`src/rtl/core/ssr_pkg.sv`:
```
`default_nettype none

package ssr_pkg;

    // window and byte geometry
    localparam int BYTE_W    = 8;
    localparam int WINDOW    = 8;
    localparam int HELD_W    = $clog2(WINDOW);
    localparam int LEN_W     = 4;
    localparam int RUN_CNT_W = $clog2(WINDOW + 1);
    localparam int REG_W     = WINDOW * BYTE_W;
    localparam int REG_IDX_W = 2;

    typedef logic [REG_IDX_W-1:0] reg_idx_t;

    // register indexes of the configuration port
    localparam reg_idx_t REG_PATTERN_BYTES      = 2'd0;
    localparam reg_idx_t REG_PATTERN_LENGTH     = 2'd1;
    localparam reg_idx_t REG_REPLACEMENT_BYTES  = 2'd2;
    localparam reg_idx_t REG_REPLACEMENT_LENGTH = 2'd3;

    // window shift amounts
    typedef enum logic [1:0] {
        SHIFT_NONE = 2'd0,
        SHIFT_ONE  = 2'd1,
        SHIFT_TWO  = 2'd2
    } shift_t;

    typedef logic [WINDOW-1:0][BYTE_W-1:0] byte_vec_t;

    // control shared by every window cell
    typedef struct packed {
        logic   advance;
        shift_t shift;
    } cell_ctl_t;

    // run of output words produced by one text word
    typedef struct packed {
        byte_vec_t             bytes;
        logic [RUN_CNT_W-1:0]  cnt;
        logic                  eot;
    } run_t;

endpackage

`default_nettype wire

```
`src/rtl/core/ssr_if.sv`:
```
`default_nettype none

// text channel
interface ssr_in_if;
    import ssr_pkg::*;

    logic              valid;
    logic              ready;
    logic [BYTE_W-1:0] in_byte;
    logic              end_of_text;

    modport source (output valid, output in_byte, output end_of_text, input ready);
    modport sink   (input valid, input in_byte, input end_of_text, output ready);
endinterface

// rewritten text channel
interface ssr_out_if;
    import ssr_pkg::*;

    logic              valid;
    logic              ready;
    logic [BYTE_W-1:0] out_byte;
    logic              last_of_run;
    logic              text_done;

    modport source (output valid, output out_byte, output last_of_run,
                    output text_done, input ready);
    modport sink   (input valid, input out_byte, input last_of_run,
                    input text_done, output ready);
endinterface

`default_nettype wire

```
`src/rtl/core/ssr_cell.sv`:
```
`default_nettype none

module ssr_cell (
    input  wire logic                     clk,
    input  wire ssr_pkg::cell_ctl_t       ctl,
    input  wire logic                     occupied,
    input  wire logic [ssr_pkg::BYTE_W-1:0] new_byte,
    input  wire logic [ssr_pkg::BYTE_W-1:0] pat_byte,
    input  wire logic [ssr_pkg::BYTE_W-1:0] next1_byte,
    input  wire logic [ssr_pkg::BYTE_W-1:0] next2_byte,
    output logic [ssr_pkg::BYTE_W-1:0]      win_byte,
    output logic                            match
);
    import ssr_pkg::*;

    logic [BYTE_W-1:0] held_reg;
    logic [BYTE_W-1:0] held_next;

    // window byte: held byte, or the incoming word in any free slot
    assign win_byte = occupied ? held_reg : new_byte;
    assign match    = (win_byte == pat_byte);

    // take a byte from self or a neighbor when the window moves
    always_comb
    begin
        held_next = held_reg;
        if (ctl.advance)
        begin
            case (ctl.shift)
                SHIFT_NONE: held_next = win_byte;
                SHIFT_ONE:  held_next = next1_byte;
                SHIFT_TWO:  held_next = next2_byte;
                default:    held_next = win_byte;
            endcase
        end
    end

    always_ff @(posedge clk)
    begin
        held_reg <= held_next;
    end

endmodule

`default_nettype wire

```
`src/rtl/core/ssr_emit.sv`:
```
`default_nettype none

module ssr_emit (
    input  wire logic          clk,
    input  wire logic          rst_n,
    input  wire logic          load,
    input  wire ssr_pkg::run_t run,
    output logic               space,
    ssr_out_if.source          result
);
    import ssr_pkg::*;

    byte_vec_t            data_reg;
    byte_vec_t            data_next;
    logic [RUN_CNT_W-1:0] cnt_reg;
    logic [RUN_CNT_W-1:0] cnt_next;
    logic                 eot_reg;
    logic                 eot_next;
    logic                 take;

    assign take = result.valid && result.ready;

    // room for a new run once the current one is gone or leaves this cycle
    assign space = (cnt_reg == '0) ||
                   ((cnt_reg == RUN_CNT_W'(1)) && result.ready);

    assign result.valid       = (cnt_reg != '0);
    assign result.out_byte    = data_reg[0];
    assign result.last_of_run = (cnt_reg == RUN_CNT_W'(1));
    assign result.text_done   = (cnt_reg == RUN_CNT_W'(1)) && eot_reg;

    // load a run or move the queue one word toward the port
    always_comb
    begin
        data_next = data_reg;
        cnt_next  = cnt_reg;
        eot_next  = eot_reg;
        if (load)
        begin
            data_next = run.bytes;
            cnt_next  = run.cnt;
            eot_next  = run.eot;
        end
        else if (take)
        begin
            for (int i = 0; i < WINDOW - 1; i++)
            begin
                data_next[i] = data_reg[i+1];
            end
            data_next[WINDOW-1] = data_reg[WINDOW-1];
            cnt_next            = cnt_reg - RUN_CNT_W'(1);
        end
    end

    always_ff @(posedge clk or negedge rst_n)
    begin
        if (!rst_n)
        begin
            cnt_reg <= '0;
            eot_reg <= 1'b0;
        end
        else
        begin
            cnt_reg <= cnt_next;
            eot_reg <= eot_next;
        end
    end

    always_ff @(posedge clk)
    begin
        data_reg <= data_next;
    end

endmodule

`default_nettype wire

```
`src/rtl/core/stream_substring_replace_core.sv`:
```
`default_nettype none

// Stream substring replacer.
// text carries one byte of input text per word (in_byte, end_of_text);
// rewritten carries one output byte per word (out_byte, last_of_run,
// text_done). Registers are written through cfg_write / cfg_index /
// cfg_data: 0 pattern bytes, 1 pattern length, 2 replacement bytes,
// 3 replacement length. Write them only while the block is idle.
// A text word is matched in the cycle it is accepted against a row of
// eight window cells; its output bytes (0 to 8) appear from the next
// cycle on, one per cycle while the receiver is ready. A text word is
// taken every cycle while the output run buffer is empty or holds its
// last byte and that byte leaves; a word that makes output bytes holds
// the text channel until its last byte leaves the single output port.
// Words that make no output do not hold the text channel.
// When the receiver stalls, the run buffer holds and text.ready drops.
// Reset empties the hold and the run buffer, clears both byte registers
// and sets both lengths to one.
module stream_substring_replace_core (
    input  wire logic                      clk,
    input  wire logic                      rst_n,
    input  wire logic                      cfg_write,
    input  wire ssr_pkg::reg_idx_t         cfg_index,
    input  wire logic [ssr_pkg::REG_W-1:0] cfg_data,
    ssr_in_if.sink                         text,
    ssr_out_if.source                      rewritten
);
    import ssr_pkg::*;

    // configuration registers
    logic [REG_W-1:0] pat_bytes_reg;
    logic [LEN_W-1:0] pat_len_reg;
    logic [REG_W-1:0] rep_bytes_reg;
    logic [LEN_W-1:0] rep_len_reg;

    always_ff @(posedge clk or negedge rst_n)
    begin
        if (!rst_n)
        begin
            pat_bytes_reg <= '0;
            pat_len_reg   <= LEN_W'(1);
            rep_bytes_reg <= '0;
            rep_len_reg   <= LEN_W'(1);
        end
        else if (cfg_write)
        begin
            case (cfg_index)
                REG_PATTERN_BYTES:      pat_bytes_reg <= cfg_data;
                REG_PATTERN_LENGTH:     pat_len_reg   <= cfg_data[LEN_W-1:0];
                REG_REPLACEMENT_BYTES:  rep_bytes_reg <= cfg_data;
                REG_REPLACEMENT_LENGTH: rep_len_reg   <= cfg_data[LEN_W-1:0];
                default:                ;
            endcase
        end
    end

    // effective lengths
    logic [LEN_W-1:0] plen;
    logic [LEN_W-1:0] rlen;

    always_comb
    begin
        if (pat_len_reg == '0)
            plen = LEN_W'(1);
        else if (pat_len_reg > LEN_W'(WINDOW))
            plen = LEN_W'(WINDOW);
        else
            plen = pat_len_reg;
        rlen = (rep_len_reg > LEN_W'(WINDOW)) ? LEN_W'(WINDOW) : rep_len_reg;
    end

    // hold count and window cells
    logic [HELD_W-1:0] held_cnt_reg;
    logic [HELD_W-1:0] held_cnt_next;
    logic              accept;
    logic              space;
    cell_ctl_t         ctl;
    byte_vec_t         win;
    logic [WINDOW-1:0] match;
    logic [WINDOW-1:0] occupied;
    logic [WINDOW-1:0] in_pattern;

    assign text.ready = space;
    assign accept     = text.valid && space;

    genvar g;
    generate
        for (g = 0; g < WINDOW; g++)
        begin : g_cell
            logic [BYTE_W-1:0] next1;
            logic [BYTE_W-1:0] next2;

            if (g + 1 < WINDOW)
            begin : g_n1
                assign next1 = win[g+1];
            end
            else
            begin : g_n1z
                assign next1 = '0;
            end

            if (g + 2 < WINDOW)
            begin : g_n2
                assign next2 = win[g+2];
            end
            else
            begin : g_n2z
                assign next2 = '0;
            end

            assign occupied[g]   = (HELD_W'(g) < held_cnt_reg);
            assign in_pattern[g] = (LEN_W'(g) < plen);

            ssr_cell u_cell (
                .clk        (clk),
                .ctl        (ctl),
                .occupied   (occupied[g]),
                .new_byte   (text.in_byte),
                .pat_byte   (pat_bytes_reg[g*BYTE_W +: BYTE_W]),
                .next1_byte (next1),
                .next2_byte (next2),
                .win_byte   (win[g]),
                .match      (match[g])
            );
        end
    endgenerate

    // match decision and run assembly
    logic [LEN_W-1:0] n;
    logic [LEN_W-1:0] start;
    logic [LEN_W-1:0] keep;
    logic             drain;
    logic             full;
    logic             hit;
    run_t             run;

    always_comb
    begin
        n     = LEN_W'(held_cnt_reg) + LEN_W'(1);
        drain = (LEN_W'(held_cnt_reg) >= plen);
        full  = !drain && (n == plen);
        hit   = full && (&(match | ~in_pattern));

        if (drain)
            start = LEN_W'(2);
        else if (hit)
            start = n;
        else if (full)
            start = LEN_W'(1);
        else
            start = '0;
        keep = text.end_of_text ? '0 : (n - start);

        ctl.advance = accept;
        if (drain)
            ctl.shift = SHIFT_TWO;
        else if (full)
            ctl.shift = SHIFT_ONE;
        else
            ctl.shift = SHIFT_NONE;

        held_cnt_next = accept ? keep[HELD_W-1:0] : held_cnt_reg;

        run.bytes = hit ? rep_bytes_reg : win;
        if (hit)
            run.cnt = RUN_CNT_W'(rlen);
        else if (text.end_of_text)
            run.cnt = RUN_CNT_W'(n);
        else
            run.cnt = RUN_CNT_W'(start);
        run.eot = text.end_of_text;
    end

    always_ff @(posedge clk or negedge rst_n)
    begin
        if (!rst_n)
            held_cnt_reg <= '0;
        else
            held_cnt_reg <= held_cnt_next;
    end

    // output run buffer
    ssr_emit u_emit (
        .clk    (clk),
        .rst_n  (rst_n),
        .load   (accept),
        .run    (run),
        .space  (space),
        .result (rewritten)
    );

endmodule

`default_nettype wire
```
`src/flat_wrapper.sv`:
```
// flat-port wrapper written by rule: the top's interface ports become plain ports
module stream_substring_replace_core_flat import ssr_pkg::*;
  (clk, rst_n, cfg_write, cfg_index, cfg_data, text_valid, text_in_byte, text_end_of_text, text_ready, rewritten_valid, rewritten_out_byte, rewritten_last_of_run, rewritten_text_done, rewritten_ready);
  ssr_in_if text_i ();
  ssr_out_if rewritten_i ();
  input  wire logic clk;
  input  wire logic rst_n;
  input  wire logic cfg_write;
  input  wire ssr_pkg::reg_idx_t cfg_index;
  input  wire logic [ssr_pkg::REG_W-1:0] cfg_data;
  input wire logic [$bits(text_i.valid)-1:0] text_valid;
  input wire logic [$bits(text_i.in_byte)-1:0] text_in_byte;
  input wire logic [$bits(text_i.end_of_text)-1:0] text_end_of_text;
  output wire logic [$bits(text_i.ready)-1:0] text_ready;
  output wire logic [$bits(rewritten_i.valid)-1:0] rewritten_valid;
  output wire logic [$bits(rewritten_i.out_byte)-1:0] rewritten_out_byte;
  output wire logic [$bits(rewritten_i.last_of_run)-1:0] rewritten_last_of_run;
  output wire logic [$bits(rewritten_i.text_done)-1:0] rewritten_text_done;
  input wire logic [$bits(rewritten_i.ready)-1:0] rewritten_ready;
  assign text_i.valid = text_valid;
  assign text_i.in_byte = text_in_byte;
  assign text_i.end_of_text = text_end_of_text;
  assign text_ready = text_i.ready;
  assign rewritten_valid = rewritten_i.valid;
  assign rewritten_out_byte = rewritten_i.out_byte;
  assign rewritten_last_of_run = rewritten_i.last_of_run;
  assign rewritten_text_done = rewritten_i.text_done;
  assign rewritten_i.ready = rewritten_ready;
  stream_substring_replace_core u_core (.clk(clk), .rst_n(rst_n), .cfg_write(cfg_write), .cfg_index(cfg_index), .cfg_data(cfg_data), .text(text_i), .rewritten(rewritten_i));
endmodule
```
`config.mk`:
```
export PLATFORM = sky130hd
export DESIGN_NAME = stream_substring_replace_core_flat
export DESIGN_NICKNAME = d
export VERILOG_FILES = /design/src/rtl/core/ssr_pkg.sv /design/src/rtl/core/ssr_if.sv /design/src/rtl/core/ssr_cell.sv /design/src/rtl/core/ssr_emit.sv /design/src/rtl/core/stream_substring_replace_core.sv /design/src/flat_wrapper.sv
export SDC_FILE = /design/constraint.sdc
export NUM_CORES = 1
export LEC_CHECK = 0
export BUFFER_PORTS_ARGS = -buffer_cell sky130_fd_sc_hd__buf_2
export CAP_MARGIN = 20
export CORE_MARGIN = 2
export CORE_UTILIZATION = 55
export CTS_BUF_LIST = sky130_fd_sc_hd__clkbuf_16
export DETAILED_ROUTE_END_ITERATION = 8
export GPL_TIMING_DRIVEN = 0
export PLACE_DENSITY = 0.76
export SETUP_SLACK_MARGIN = 0.2
export SYNTH_ARGS = -nofsm -noshare
export SYNTH_HDL_FRONTEND = slang
export SYNTH_SLANG_ARGS = --single-unit
```
`constraint.sdc`:
```
create_clock -name clk -period 4.15 [get_ports clk]
set_clock_uncertainty 0.05 [all_clocks]
set_input_delay 1.245 -clock clk [delete_from_list [all_inputs] [get_ports clk]]
set_output_delay 1.245 -clock clk [all_outputs]
set_load 0.005 [all_outputs]
```
* Word-level counts from Yosys, hierarchy flattened
Cells that the tools add are included.
** Word-level totals
- Flip-flop bits (word level) :: 272
- Bits in latches :: 0
- Bits in writable memories :: 0
- Memory bits (read-only) :: 0
- Bits of input ports :: 80
- Output and inout bits :: 12
- Logic and storage cells :: 112
- Memories :: 0
** Cells by class
- Add/sub/neg operators :: 3
- Multipliers :: 0
- Divide/modulo/power cells :: 0
- $lt $le $gt $ge :: 19
- Equal/unequal tests :: 15
- Shift operators :: 0
- Muxes and demuxes :: 31
- Bitwise logic cells :: 2
- Reduce and logical (&&, ||, !) cells :: 19
** Operators with widths (count)
- $mux 64 :: 2
- $pmux 8 s2 :: 7
- $eq 8x8->1 :: 8
- $mux 8 :: 8
- $mux 56 :: 1
- $mux 4 :: 9
- $lt 3x4->1 const A :: 4
- $lt 3x3->1 const A :: 4
- $gt 4x4->1 const B :: 2
- $logic_not 4->1 :: 2
- $lt 1x4->1 const A :: 2
- $lt 2x4->1 const A :: 2
- $not 8->8 :: 1
- $or 8x8->8 :: 1
- $reduce_and 2->1 :: 4
- $reduce_and 8->1 :: 1
- $eq 2x2->1 const B :: 3
- $logic_and 1x1->1 :: 6
- $lt 1x3->1 const A :: 2
- $lt 2x3->1 const A :: 2
- $add 3x1->4 const B :: 1
- $eq 2x1->1 const B :: 2
- $eq 4x1->1 const B :: 1
- $eq 4x4->1 :: 1
- 12 further kinds :: 13

* Logic depth before layout (Yosys ltp)
- Depth in word-level cells :: 13
- Mapped depth :: 20
- Depth with buffers taken out :: 16

* Modules after synthesis
From an unflattened synthesis, not the netlist that was laid out.
** Second synthesis, totals
- Cell total of the unflattened synthesis :: 1106
- Area, all modules :: 14667.8 um^2
** Modules (own cells, without submodules)
- stream_substring_replace_core :: times used 1, cells an instance 452, area each 6501.2 um^2, sequential area each 3480.8 um^2
- ssr_cell :: times used 8, cells an instance 59, area each 639.4 um^2, sequential area each 240.2 um^2
- ssr_emit :: times used 1, cells an instance 182, area each 3051.7 um^2, sequential area each 2047.0 um^2

* Least setup slack after synthesis
OpenSTA, ideal clock, no wires.
- Kind :: input port to flip-flop
- From :: input port text_in_byte[4]
- To :: register u_core.held_cnt_reg[2]
- Setup time :: 0.071 ns
- Arrival time :: 4.393 ns
- Required time :: 4.029 ns
- Path slack :: -0.364 ns
- Stages :: 15
- Path buffers :: 4
- Cell sequence :: clkbuf_1 -> clkbuf_1 -> xnor2_1 -> o2111ai_1 -> a211oi_1 -> nand3_1 -> o32ai_1 -> nand4_2 -> buf_2 -> buf_2 -> o21ai_0 -> fa_1 -> inv_1 -> or4_1 -> nand4_1
** On the way
- Word-level cells in the longest chain between the ends :: 9
- Elaborated cells between the ends (all ways) :: 23
- Those cells by class :: add/sub: 1; eq/ne: 8; mux: 11; bitwise: 1; reduce/logical: 2
** Ends and longest elaborated chain
- start: declaration :: RTL line flat_wrapper.sv:12 : input wire logic [$bits(text_i.in_byte)-1:0] text_in_byte;
- $mux 8 :: RTL line ssr_cell.sv:20 : assign win_byte = occupied ? held_reg : new_byte;
- $eq 8x8->1 :: RTL line ssr_cell.sv:21 : assign match = (win_byte == pat_byte);
- $or 8x8->8 (*) :: RTL line stream_substring_replace_core.sv:142 : hit = full && (&(match | ~in_pattern));
- $reduce_and 8->1 (*) :: RTL line stream_substring_replace_core.sv:142
- $logic_and 1x1->1 (*) :: RTL line stream_substring_replace_core.sv:142
- $mux 4 (*) :: RTL line stream_substring_replace_core.sv:146 : else if (hit)
- $mux 4 (*) :: RTL line stream_substring_replace_core.sv:144 : if (drain)
- $sub 3x3->3 (*) :: RTL line stream_substring_replace_core.sv:152 : keep = text.end_of_text ? '0 : (n - start);
- $mux 3 (*) :: RTL line stream_substring_replace_core.sv:152
- end signal: assignment :: RTL line stream_substring_replace_core.sv:179 : held_cnt_reg <= held_cnt_next;
- end: declaration :: RTL line stream_substring_replace_core.sv:73 : logic [HELD_W-1:0] held_cnt_reg;
Every way passes the cells marked *; elsewhere a longest branch is shown, timed or not.
A chain may end at the register's enable or synchronous reset.

==> results_dict.tcl <==
set metrics [dict create \
    antenna_found_initial 0 \
    cp.arrival_ns 4.44 \
    timing.final.hold_violations 0 \
    syn_to_final_growth_pct 17.5 \
    finalWorstSetupSlack_ns -0.0680 \
    layout.nets 1412 \
    rsz0062_at_grt "yes" \
    min_path_type "reg2reg" \
    synth_area_leaders "edfxtp_1, dfrtp_1, mux2_2, mux2i_1, nand2_1" \
    fin_setup_tns_ns -0.0680 \
    max_stage_delay_ns 0.70 \
    cts_max_path_buffers 3 \
    synth_mux_area_share_pct 17.5 \
    crit_start "text_in_byte[7]" \
    cts_made_buffers 29 \
    hold_slack_ns 0.453 \
    cts_tree "done" \
    crit_buf_inv 3 \
    power_leakage_nw 6.77 \
    synthSimpleGateAreaFrac_pct 9.73 \
    layout-drive-gt1-share_pct 28.5 \
    end_kind "flop" \
    grt_pass1_wl_mm 63.5 \
    post-place-ws_ns -1.43 \
    cts_hold_buf 0 \
    die-area_um2 26000 \
    slew_headroom_pct 28.4 \
    io_buffers 89 \
    synth_ff_type "dfrtp_1" \
    drc 0 \
    insertion_delay_ns 0.56 \
    syn_inst 1186 \
    ys_seq_elements 264 \
    instances_no_fill 1671 \
    r2r_start "u_core.held_cnt_reg[1]" \
    fp.dieH_um 161 \
    cts_sinks 264 \
    synth_top_family_by_area "multiplexers" \
    post-dp-hpwl_mm 30.4 \
    synthTopCellsByCount "mux2_2, dfrtp_1, nand2_1, edfxtp_1, mux2i_1" \
    vdd_drop_max_uv 385 \
    drtIter0Drc 1454 \
    cts-root-buf "clkbuf_16" \
    drv_cap 0 \
    viasPerCell 6.41 \
    placed_cells 1602 \
    yosys_warnings 0 \
    min_period_ns 4.22 \
    p_per_area_nw_per_um2 638 \
    critPathRequiredTime_ns 4.38 \
    fin_crit_sh_pct 102 \
    async_reset_ff_share_pct 54.5 \
    via_count 10713 \
    hold_start "u_core.rep_bytes_reg[57]" \
    grt_max_degree 76 \
    ant_nets 0 \
    place.gp.congestion 1.01 \
    final-setup-viol-count 1 \
    drt-total-wl_mm 42.1 \
    critPathMaxFanout 10 \
    pin_count 92 \
    grt_pass1_vias 10600 \
    syn_area_per_cell_um2 11.5 \
    synth_xor_area_share_pct 3.47 \
    worstMarginPinSlew_ns 1.07 \
    cpMostUsedCell "buf_2" \
    core_um2 24300 \
    drtPass1Iterations 8 \
    grt-ovfl-total 0 \
    violations "setup timing" \
    routedWlPerCell_um 25.2 \
    netlist_area_um2 13600 \
    yosysTopAreaCellShare_pct 26.5 \
    track_usage_pct 32.3 \
    outcome "complete, but fails checks" \
    yosys.area_share.adder_pct 0.790 \
    yosys.cell_count.top_type "mux2_2" \
    crit_type "in2reg" \
    h-tree-depth 1 \
    cp-start-kind "input port" \
    start_util_pct 56.0 \
    synth_compound_area_share_pct 11.4 \
    timing.fmax_mhz 237 \
    syn_nets 1274 \
    crit_slowest_cell "buf_1" \
    yosysTopAreaCell "edfxtp_1" \
    synth-edff-count 120 \
    crit_family "buffers and inverters" \
    clk_pin_slew_ns 0.06 \
    synthDistinctLibCells 64 \
    crit_chain "buf_2, buf_2, mux2i_2, xnor2_1, nor4_4, o221a_2, nand4_4, buf_1, mux2i_1, o21ai_0" \
    fp.dieW_um 161 \
    num_rows 57 \
    synth.yosys.seq_area_share_pct 52.9 \
    maxSlewViolCount 0 \
]
## placed cells by master (no fill, tap or decap), drive strengths merged, types with 4 or more instances in the layout
master	n
o22ai	10
o21ai	77
a21oi	10
and2	30
a221oi	5
nand3	11
o21a	5
o221ai	42
clkinv	12
xnor2	28
nor2	50
clkbuf	89
mux2i	77
o2111ai	4
a31oi	4
nor2b	5
nand2b	6
mux2	143
nand2	136
nor4	5
a211oi	4
dfrtp	142
edfxtp	120
a222oi	7
a22oi	10
a21o	4
o31ai	28
buf	140
xor2	26
nor3	7
ha	7
nand4	6
inv	51
## logic make-up after synthesis
group                    Yosys count
AND/OR/NAND/NOR                  282
flip-flops                       264
AO/OA/AOI/OAI                    223
multiplexers                     220
buffers and inverters            135
XOR/XNOR                          54
adder cells (fa/ha/maj)            8
## metal layers
metal | global-route usage [%] | routed length, um | up-vias | part of all wire [%]
li1 | - | - | 4623 | -
met1 | 43.2 | 16300 | 5252 | 39
met2 | 50.6 | 19100 | 680 | 45
met3 | 6.50 | 4380 | 158 | 10
met4 | 15.7 | 2340 | 0 | 5.5
met5 | 0 | 0 | - | 0
## power by group
group | total [mW] | switching (mW) | internal [mW] | leakage, nW
registers | 3.99 | 0.386 | 3.60 | 2.84
clock network | 2.58 | 1.06 | 1.52 | 0.493
logic | 3.65 | 2.21 | 1.43 | 3.44
total | 10.2 | 3.66 | 6.56 | 6.77
## area by class of cell
type	count	area (um2)
antenna	1	2.50
buffer	91	515
clock buffer	31	776
clock inverter	22	173
fill	1885	8320
inverter	44	166
multi-input combinational	787	6130
sequential	264	7210
tap	324	405
timing repair buffer	107	629
## through the flow
| step | area (um2) | power [mW] | utilization (%) |
|---|---|---|---|
| final | 16000 | 10.2 | 65.8 |
| after global routing | 16000 | 10.6 | 65.8 |
| after CTS | 15800 | 10.0 | 65.0 |
| after detailed placement | 14600 | 7.31 | 60.1 |
| after global placement | 14500 | 7.21 | 59.8 |
| after floorplan | 13700 | 6.16 | - |
## path summary, 6_finish.rpt
path | endpoint | slack [ns] | depth (start not counted)
hold reg to reg | u_core.rep_bytes_reg[57] | 0.45 | 1
setup reg to reg | u_core.u_emit.data_reg[55] | -0.02 | 11
hold / removal | u_core.rep_bytes_reg[57] | 0.45 | 1
min in group asynchronous | u_core.pat_bytes_reg[24] | 0.65 | 1
max in group asynchronous | u_core.pat_bytes_reg[48] | 2.60 | 2
setup / recovery | u_core.u_emit.data_reg[55] | -0.07 | 10
## repair_timing
action                                  in CTS  in global routing
gates resized for setup                     44                 52
pin swaps                                    5                 18
endpoints found under the setup margin      71                 49
buffers inserted                             7                  8
gates cloned                                 0                  0
Power figures use the tool's default switching activity.
